[config.mk]
export PLATFORM = sky130hd
export DESIGN_NAME = ordered_list_position_insert_delete_core
export DESIGN_NICKNAME = d
export VERILOG_FILES = /design/src/hw/rtl/olpi_pkg.sv /design/src/hw/rtl/ordered_list_position_insert_delete_core.sv /design/src/hw/rtl/olpi_cell.sv /design/src/hw/rtl/olpi_ctrl.sv
export SDC_FILE = /design/constraint.sdc
export NUM_CORES = 1
export LEC_CHECK = 0
export ABC_AREA = 1
export BUFFER_PORTS_ARGS = -buffer_cell sky130_fd_sc_hd__clkbuf_2
export CAP_MARGIN = 20
export CORE_MARGIN = 2
export CORE_UTILIZATION = 25
export CTS_CLUSTER_SIZE = 28
export DETAILED_ROUTE_END_ITERATION = 7
export PLACE_DENSITY = 0.48
export SLEW_MARGIN = 5
export SYNTH_ARGS = -nofsm -noshare
export SYNTH_HDL_FRONTEND = slang
export SYNTH_SLANG_ARGS = --single-unit
export TNS_END_PERCENT = 50
[constraint.sdc]
create_clock -name clk -period 7.4 [get_ports clk]
set_input_delay 1.48 -clock clk [delete_from_list [all_inputs] [get_ports clk]]
set_output_delay 1.48 -clock clk [all_outputs]
set_load 0.01 [all_outputs]
[src/hw/rtl/olpi_pkg.sv]
package olpi_pkg;

  localparam int CAPACITY = 16;
  localparam int VAL_W    = 32;
  localparam int CNT_W    = $clog2(CAPACITY + 1);
  localparam int POS_W    = 5;
  localparam int LEN_W    = 5;
  localparam int KIND_W   = 3;
  localparam int STAT_W   = 2;
  localparam int CMP_W    = (CNT_W > POS_W) ? CNT_W : POS_W;

  localparam int IN_DATA_W  = 40;
  localparam int OUT_DATA_W = 72;

  typedef enum logic [KIND_W-1:0] {
    KIND_PUSH_FRONT = 3'd0,
    KIND_PUSH_BACK  = 3'd1,
    KIND_POP_FRONT  = 3'd2,
    KIND_POP_BACK   = 3'd3,
    KIND_INSERT_AT  = 3'd4,
    KIND_DELETE_AT  = 3'd5
  } kind_t;

  typedef enum logic [STAT_W-1:0] {
    STAT_OK     = 2'd0,
    STAT_FULL   = 2'd1,
    STAT_EMPTY  = 2'd2,
    STAT_BADPOS = 2'd3
  } status_t;

  typedef enum logic [1:0] {
    CELL_HOLD   = 2'd0,
    CELL_INSERT = 2'd1,
    CELL_DELETE = 2'd2
  } cell_op_t;

  // Broadcast to every cell of the chain in the cycle a transfer is taken.
  typedef struct packed {
    cell_op_t           op;
    logic [CNT_W-1:0]   at;
    logic [VAL_W-1:0]   value;
  } cell_ctl_t;

endpackage

[src/hw/rtl/ordered_list_position_insert_delete_core.sv]
// Channel | Direction | Handshake              | Payload
// in_     | input     | in_tvalid / in_tready   | kind, value, position
// out_    | output    | out_tvalid / out_tready | status, length, first_value, last_value
//
// For every list operation, all cells of the chain shift in
// parallel at the edge the input transfer is taken, and the result is valid the
// next cycle. One item per cycle is sustained while out_tready stays high.
// A stalled result holds the list; no new input is taken until it is transferred.
// rst_n (synchronous) empties the list; cell contents are not cleared.
module ordered_list_position_insert_delete_core
  import olpi_pkg::*;
(
  input  logic                  clk,
  input  logic                  rst_n,
  input  logic                  in_tvalid,
  output logic                  in_tready,
  input  logic [IN_DATA_W-1:0]  in_tdata,   // kind[2:0], value[34:3], position[39:35]
  output logic                  out_tvalid,
  input  logic                  out_tready,
  output logic [OUT_DATA_W-1:0] out_tdata   // status[1:0], length[6:2], first_value[38:7],
                                            // last_value[70:39], zero[71]
);

  logic [CNT_W-1:0]  count_r;
  logic [CNT_W-1:0]  count_nxt;
  logic              out_valid_r;
  status_t           status_r;
  status_t           status;
  cell_ctl_t         dec_ctl;
  cell_ctl_t         ctl;
  logic              in_xfer;
  logic [VAL_W-1:0]  cell_val [CAPACITY];
  logic [VAL_W-1:0]  first_value;
  logic [VAL_W-1:0]  last_value;

  assign in_tready = !out_valid_r || out_tready;
  assign in_xfer   = in_tvalid && in_tready;

  olpi_ctrl u_ctrl (
    .kind      (in_tdata[2:0]),
    .value     (in_tdata[34:3]),
    .position  (in_tdata[39:35]),
    .count     (count_r),
    .status    (status),
    .ctl       (dec_ctl),
    .count_nxt (count_nxt)
  );

  always_comb begin
    ctl = dec_ctl;
    if (!in_xfer) begin
      ctl.op = CELL_HOLD;
    end
  end

  for (genvar i = 0; i < CAPACITY; i++) begin : g_cell
    logic [VAL_W-1:0] left_val;
    logic [VAL_W-1:0] right_val;
    if (i == 0) begin : g_head
      assign left_val = '0;
    end else begin : g_left
      assign left_val = cell_val[i-1];
    end
    if (i == CAPACITY - 1) begin : g_tail
      assign right_val = '0;
    end else begin : g_right
      assign right_val = cell_val[i+1];
    end
    olpi_cell u_cell (
      .clk       (clk),
      .idx       (CNT_W'(i)),
      .ctl       (ctl),
      .left_val  (left_val),
      .right_val (right_val),
      .val       (cell_val[i])
    );
  end

  always_ff @(posedge clk) begin
    if (!rst_n) begin
      count_r     <= '0;
      out_valid_r <= 1'b0;
    end else begin
      if (in_xfer) begin
        count_r <= count_nxt;
      end
      if (in_tready) begin
        out_valid_r <= in_tvalid;
      end
    end
  end

  always_ff @(posedge clk) begin
    if (in_xfer) begin
      status_r <= status;
    end
  end

  // The list cannot change while a result waits, so first and last values are
  // taken straight from the cells.
  always_comb begin
    first_value = (count_r == '0) ? '0 : cell_val[0];
    last_value  = '0;
    for (int i = 0; i < CAPACITY; i++) begin
      if (count_r == CNT_W'(i + 1)) begin
        last_value = cell_val[i];
      end
    end
  end

  assign out_tvalid = out_valid_r;
  assign out_tdata  = {1'b0, last_value, first_value, LEN_W'(count_r), status_r};

endmodule

[src/hw/rtl/olpi_cell.sv]
module olpi_cell
  import olpi_pkg::*;
(
  input  logic             clk,
  input  logic [CNT_W-1:0] idx,
  input  cell_ctl_t        ctl,
  input  logic [VAL_W-1:0] left_val,
  input  logic [VAL_W-1:0] right_val,
  output logic [VAL_W-1:0] val
);

  logic [VAL_W-1:0] val_r;
  logic [VAL_W-1:0] val_nxt;

  always_comb begin
    val_nxt = val_r;
    case (ctl.op)
      CELL_INSERT: begin
        // Cells past the hole take their left neighbor; the hole takes the new value.
        if (idx == ctl.at) begin
          val_nxt = ctl.value;
        end else if (idx > ctl.at) begin
          val_nxt = left_val;
        end
      end
      CELL_DELETE: begin
        if (idx >= ctl.at) begin
          val_nxt = right_val;
        end
      end
      default: val_nxt = val_r;
    endcase
  end

  always_ff @(posedge clk) begin
    val_r <= val_nxt;
  end

  assign val = val_r;

endmodule

[src/hw/rtl/olpi_ctrl.sv]
module olpi_ctrl
  import olpi_pkg::*;
(
  input  logic [KIND_W-1:0] kind,
  input  logic [VAL_W-1:0]  value,
  input  logic [POS_W-1:0]  position,
  input  logic [CNT_W-1:0]  count,
  output status_t           status,
  output cell_ctl_t         ctl,
  output logic [CNT_W-1:0]  count_nxt
);

  logic             full;
  logic             empty;
  logic [CMP_W-1:0] pos_c;
  logic [CMP_W-1:0] cnt_c;

  assign full  = (count == CNT_W'(CAPACITY));
  assign empty = (count == '0);
  assign pos_c = CMP_W'(position);
  assign cnt_c = CMP_W'(count);

  always_comb begin
    status    = STAT_OK;
    ctl.op    = CELL_HOLD;
    ctl.at    = '0;
    ctl.value = value;
    count_nxt = count;
    unique case (kind) inside
      KIND_PUSH_FRONT, KIND_PUSH_BACK, KIND_INSERT_AT: begin
        if (full) begin
          status = STAT_FULL;
        end else if (kind == KIND_INSERT_AT && pos_c > cnt_c) begin
          status = STAT_BADPOS;
        end else begin
          ctl.op    = CELL_INSERT;
          ctl.at    = (kind == KIND_PUSH_FRONT) ? '0 :
                      (kind == KIND_PUSH_BACK)  ? count : CNT_W'(position);
          count_nxt = count + CNT_W'(1);
        end
      end
      KIND_POP_FRONT, KIND_POP_BACK, KIND_DELETE_AT: begin
        if (empty) begin
          status = STAT_EMPTY;
        end else if (kind == KIND_DELETE_AT && pos_c >= cnt_c) begin
          status = STAT_BADPOS;
        end else begin
          ctl.op    = CELL_DELETE;
          ctl.at    = (kind == KIND_POP_FRONT) ? '0 :
                      (kind == KIND_POP_BACK)  ? count - CNT_W'(1) : CNT_W'(position);
          count_nxt = count - CNT_W'(1);
        end
      end
      default: status = STAT_OK;
    endcase
  end

endmodule
After elaboration in Yosys (flattened, before gate mapping)
Cells that the tools add are included.

Eq/ne operators: 74. Add/subtract/negate cells: 2. Reduce and logical (&&, ||, !) cells: 29. Muxes and demuxes: 101. Order comparisons: 34.

Operators with widths (count): 2-to-1 mux 32 bit (65); one-hot mux 32 bit (2 select lines) (16); inequality test 3 x 1 -> 1 bit (second input constant) (16); AND reduction 3 bit (16); == test 4 x 5 -> 1 bit (first input constant) (8); == test 5 x 4 -> 1 bit (second input constant) (8); greater-or-equal comparator 4 x 5 -> 1 bit (first input constant) (8); greater-than comparator 4 x 5 -> 1 bit (first input constant) (8); 2-to-1 mux 5 bit (8); inequality test 2 x 1 -> 1 bit (second input constant) (16); 2-to-1 mux 7 bit (3); == test 3 x 5 -> 1 bit (first input constant) (4); == test 5 x 3 -> 1 bit (second input constant) (4); greater-or-equal comparator 3 x 5 -> 1 bit (first input constant) (4); greater-than comparator 3 x 5 -> 1 bit (first input constant) (4); one-hot mux 7 bit (2 select lines) (1); == test 2 x 5 -> 1 bit (first input constant) (2); == test 5 x 2 -> 1 bit (second input constant) (2); greater-or-equal comparator 1 x 5 -> 1 bit (first input constant) (2); greater-or-equal comparator 2 x 5 -> 1 bit (first input constant) (2); greater-than comparator 1 x 5 -> 1 bit (first input constant) (2); greater-than comparator 2 x 5 -> 1 bit (first input constant) (2); zero test 5 bit (2); 2-to-1 mux 2 bit (5); 23 further kinds (32).

Output and inout bits: 74. Bits in registers: 520. Word-level logic and storage cells: 259. Input bits: 44.

Logic depth before layout (Yosys ltp)
Depth in word-level cells: 17. Depth in mapped cells: 24. Depth with buffers taken out: 24.

Hierarchy
From an unflattened synthesis, not the netlist that was laid out.

Cell total of the unflattened synthesis: 6151. Area, all modules: 40924.2 sq um.

Modules (own cells, without submodules): olpi_cell (g_cell[15].u_cell ...) (cells each 301, instances 10, area an instance 2164.6 sq um, seq. area each 960.9 sq um); olpi_cell (g_cell[0].u_cell ...) (cells each 301, instances 6, area an instance 2155.8 sq um, seq. area each 960.9 sq um); ordered_list_position_insert_delete_core (cells each 1166, instances 1, area an instance 5302.6 sq um, seq. area each 180.2 sq um); olpi_ctrl (cells each 169, instances 1, area an instance 1041.0 sq um, seq. area each 0.0 sq um).

Least setup slack after synthesis
Ideal clock, no wire load.

Kind: input-to-reg. Start point: input in_tdata[39]. End point: register g_cell[14].u_cell.val_r[0] (enable). Path slack: 1.424 ns. Buffers on the path: 3. Library setup time: 0.441 ns. Stages: 17. Data required time: 6.959 ns. Data arrival time: 5.535 ns. Path through: ha_1 nand2_1 inv_1 a21o_1 nor2_1 inv_1 nand4_1 nand2_4 nor2_1 inv_1 ha_1 clkbuf_1 clkbuf_1 clkbuf_1 nor2_1 nor2_1 a31oi_1.

Word-level cells in the longest chain between the ends: 9. Elaborated cells between the ends (all ways): 23.

Ends and longest elaborated chain: start, declared (RTL line ordered_list_position_insert_delete_core.sv:17) `input logic [IN_DATA_W-1:0] in_tdata,`; greater-than comparator 5 bit or greater-or-equal comparator 5 bit (tied branches) (RTL line olpi_ctrl.sv:33, olpi_ctrl.sv:45); logical AND 1 bit, on equally long branches (RTL line olpi_ctrl.sv:33, olpi_ctrl.sv:45); 2-to-1 mux 6 bit or 2-to-1 mux 7 bit (tied branches) (RTL line olpi_ctrl.sv:33, olpi_ctrl.sv:45); 2-to-1 mux 7 bit, on equally long branches (RTL line olpi_ctrl.sv:31, olpi_ctrl.sv:43); one-hot mux 7 bit (2 select lines) (*) (RTL line olpi_ctrl.sv:29) `unique case (kind) inside`; branches (longest 3 deep; another with greater-than comparator 4 x 5 -> 1 bit); AND reduction 3 bit (no source line) (*); end signal, assigned (RTL line olpi_cell.sv:36) `val_r <= val_nxt;`; end, declared (RTL line olpi_cell.sv:12) `logic [VAL_W-1:0] val_r;`.

Every way passes the cells marked *. A chain may end at the register's enable or synchronous reset.

Final worst setup path
Start point: register count_r[0]. End point: output out_tdata[51].

Word-level cells in the longest chain between the ends: 17. Elaborated cells between the ends (all ways): 32.

Ends and longest elaborated chain: start, declared (RTL line ordered_list_position_insert_delete_core.sv:24) `logic [CNT_W-1:0] count_r;`; start signal, assigned (RTL line ordered_list_position_insert_delete_core.sv:85) `count_r <= count_nxt;`; == test 5 x 1 -> 1 bit (RTL line ordered_list_position_insert_delete_core.sv:105) `if (count_r == CNT_W'(i + 1)) begin`; 2-to-1 mux 32 bit (15 in a row) (RTL line ordered_list_position_insert_delete_core.sv:105); 2-to-1 mux 32 bit (*) (RTL line ordered_list_position_insert_delete_core.sv:105); end, declared (RTL line ordered_list_position_insert_delete_core.sv:20) `output logic [OUT_DATA_W-1:0] out_tdata`.

Every way passes the cells marked *; elsewhere a longest branch is shown, timed or not.

==> metrics.md <==
| Metric | Value |
|---|---|
| Status | `finished, final reports clean` |
| Critical Path Sink Type | `output pin` |
| Max Freq | `0.169 GHz` |
| Yosys cell types | `41` |
| Clk buf depth | `3` |
| Via count | `30300` |
| Clk root buf | `clkbuf_16` |
| Fin. max-slew vios | `0` |
| CTS tree | `built` |
| DRT Pass-1 Iters | `6` |
| Layout area overhead | `12.0%` |
| Slowest stage delay, CP | `0.53 ns` |
| Post-CTS Setup Bufs | `0` |
| Die height | `368 um` |
| Fin crit share | `80.0%` |
| H-Tree Depth | `2` |
| Placer Congestion | `0.851` |
| Hold Vio Cnt, Final | `0` |
| Core ar. | `131000 um2` |
| Drt wl/cell | `20.9 um` |
| Chip width | `368 um` |
| Register-to-register setup slack | `2.69 ns` |
| Syn Area/Cell | `7.34 um2` |
| Die Area | `135000 um2` |
| Largest net degree at the start of global routing | `231` |
| Critical path depth | `24` |
| CP Data Required Time | `5.92 ns` |
| # resized after CTS | `0` |
| Vias per std cell | `4.87` |
| Commonest non-fill, non-tap cell in the layout | `nand2_1` |
| Worst-Margin Slew | `1.12 ns` |
| Syn Nets | `4570` |
| Final core occ | `28.2%` |
| Worst VDD drop | `0.195 mV` |
| DR iter-0 viols | `3431` |
| Synthesized area | `33100 um2` |
| Worst-path clk slew | `0.06 ns` |
| Final #Nets | `4485` |
| Crit path DAT | `4.44 ns` |
| Post-DP HPWL | `88000 um` |
| Gr ovfl total | `0` |
| Vias in the first global route | `27800` |
| Maximum capacitance violations | `0` |
| FF-to-FF Start | `count_r[4]$_SDFFE_PN0P_` |
| Ys Warns | `0` |
| Yosys reg bits | `520` |
| Crit-path cells | `inv_1, ha_1, inv_1, nor2_1, buf_4, nand2_1, inv_2, nand2_1, nand3_1, o21ai_0, nand2_1, nand2_1, nand2_1, nand2_1, nand3b_1, nand2_1, nand2_1, nand2_1, nand4_1, nand2_1, nand2_1, nand2_1, nand2_1, clkbuf_2` |
| Final worst setup slack | `1.48 ns` |
| WHS | `0.516 ns` |
| Fillers | `14400` |
| Normalized max-slew margin | `25.2%` |
| Hold Path Class | `register to register` |
| Worst Setup Start Kind | `register` |
| # rows | `133` |
| Num CTS Buffers | `60` |
| CP endpoint | `out_tdata[51]` |
| Worst Skew | `0.0228 ns` |
| Drt total wl | `130000 um` |
| Pwr dens | `248 nW/um2` |
| Slowest cell on the critical path | `inv_2` |
| Min cycle time layout | `5.92 ns` |
| Layout cells sized above 1 | `7.44%` |
| Reg2Reg Depth | `16` |
| RSZ-0062 raised after global routing | `no` |
| Pleak | `15.4 nW` |
| Post-CTS Hold Fix Bufs | `0` |
| Sequential share of the synthesized area | `46.9%` |
| Critical path fanouts, max | `25` |
| Commonest non-fill, non-tap cells in the layout | `1182 x nand2_1, 762 x o21ai_0, 674 x inv_1` |
| DRC | `0` |
| Clk_lat worst skew | `0.65 ns` |
| Final setup fails | `0` |
| CP delay by family, top | `simple AND/OR/NAND/NOR gates` |
| Worst R2R End | `g_cell[10].u_cell.val[20]$_DFFE_PP_` |
| First-pass GRT wire length | `191000 um` |
| CP Launch Point | `count_r[0]$_SDFFE_PN0P_` |
| PortBufs | `116` |
| Most used cell along the critical path | `nand2_1` |
| IO Pins | `118` |
| Initial antenna violation count | `1` |
| Starting Density | `25.2%` |
| Routed Antenna Nets | `0` |
| Gate Count Post-Synth | `4513` |
| Num Clock Sinks | `520` |
| WP buf/inv | `5` |
| Setup TNS | `0 ns` |
| Gr usage total | `18.6%` |
| Setup Crit Path Kind | `register to output pin` |
| Pre-CTS WS | `1.80 ns` |
[Yosys cell counts, drive strengths merged]
cell | count | area [um2]
nand3b | 20 | 150
nor3 | 3 | 31.3
inv | 689 | 2590
a31oi | 5 | 31.3
nand4 | 17 | 106
nand2 | 1193 | 4490
conb | 1 | 3.75
a21o | 3 | 22.5
nand3 | 270 | 1380
edfxtp | 514 | 15400
o22ai | 4 | 45.0
dfxtp | 6 | 120
buf | 93 | 485
nor2 | 78 | 332
a211oi | 2 | 15.0
a21oi | 247 | 1240
clkinv | 4 | 15.0
ha | 13 | 163
xor2 | 3 | 26.3
xnor2 | 1 | 8.76
o211ai | 1 | 7.51
clkbuf | 244 | 917
o21ai | 1102 | 5530
[layer usage]
| metal | vias to the layer above | wire length, um | global-route usage (%) | part of all wire (%) |
|---|---|---|---|---|
| met3 | 129 | 11200 | 3.60 | 8.6 |
| met1 | 14300 | 64400 | 29.3 | 50 |
| met2 | 1231 | 51100 | 25.2 | 39 |
| met5 | - | 0 | 0 | 0 |
| met4 | 0 | 3250 | 4.87 | 2.5 |
| li1 | 14700 | - | - | - |
[state kept, by name, summed over array words and instances (netlist names)]
| register | flops |
|---|---|
| g_cell.u_cell.val | 512 |
| count_r | 5 |
| out_tvalid | 1 |
| status_r | 2 |
[tightest hold or removal path: stages (launching register included)]
cell,delay (ns)
dfxtp_1,0.31
nand2_1,0.10
a21oi_1,0.07
[worst min-delay path by stage]
stage | startpoint | end | slack [ns] | cells after the start
floorplan | g_cell[11].u_cell.val[0]$_DFFE_PP_ | g_cell[10].u_cell.val[0]$_DFFE_PP_ | 0.53 | 2
global placement | out_tvalid$_SDFFE_PN0N_ | out_tvalid$_SDFFE_PN0N_ | 0.50 | 2
detailed placement | out_tvalid$_SDFFE_PN0N_ | out_tvalid$_SDFFE_PN0N_ | 0.52 | 2
CTS | out_tvalid$_SDFFE_PN0N_ | out_tvalid$_SDFFE_PN0N_ | 0.52 | 2
global route | out_tvalid$_SDFFE_PN0N_ | out_tvalid$_SDFFE_PN0N_ | 0.55 | 2
finish | out_tvalid$_SDFFE_PN0N_ | out_tvalid$_SDFFE_PN0N_ | 0.52 | 2
[logic make-up after synthesis]
| logic type | after synthesis | share of synthesized area (%) |
|---|---|---|
| other | 1 | 0.0113 |
| buffers and inverters | 1030 | 12.1 |
| adders and majority gates | 13 | 0.491 |
| AOI/OAI and AO/OA | 1364 | 20.8 |
| and+or+nand+nor | 1581 | 19.6 |
| DFF | 520 | 46.9 |
| xor gates and xnor gates | 4 | 0.106 |
[layout make-up]
| type | instances | area [um2] | share of cell area (%) |
|---|---|---|---|
| clock inverters | 22 | 105 | 0.283 |
| diodes | 1 | 2.50 | 0.00674 |
| clock buffers | 85 | 1640 | 4.41 |
| well taps | 1755 | 2200 | 5.91 |
| inverters | 693 | 2610 | 7.03 |
| multi-input cells | 2963 | 13800 | 37.3 |
| repair buffers | 190 | 1180 | 3.18 |
| flip-flops and latches | 520 | 15600 | 41.9 |
[metrics by stage]
| stage | cells | area (um2) | total power [W] |
|---|---|---|---|
| finish | 6229 | 37100 | 0.00921 |
| global route | 6228 | 37100 | 0.00967 |
| CTS | 6227 | 37100 | 0.00926 |
| detailed placement | 6120 | 35400 | 0.00644 |
| global placement | 6120 | 35400 | 0.00642 |
| floorplan | 4513 | 33100 | 0.00543 |
[report_power, final]
part / internal [W] / leakage [nW] / switching, W
registers: 0.00378 / 4.83 / 0.000162
logic: 0.000653 / 9.75 / 0.00181
clock network: 0.00152 / 0.846 / 0.00129
total: 0.00595 / 15.4 / 0.00326
Note: power is estimated with default switching activity, not from simulation.
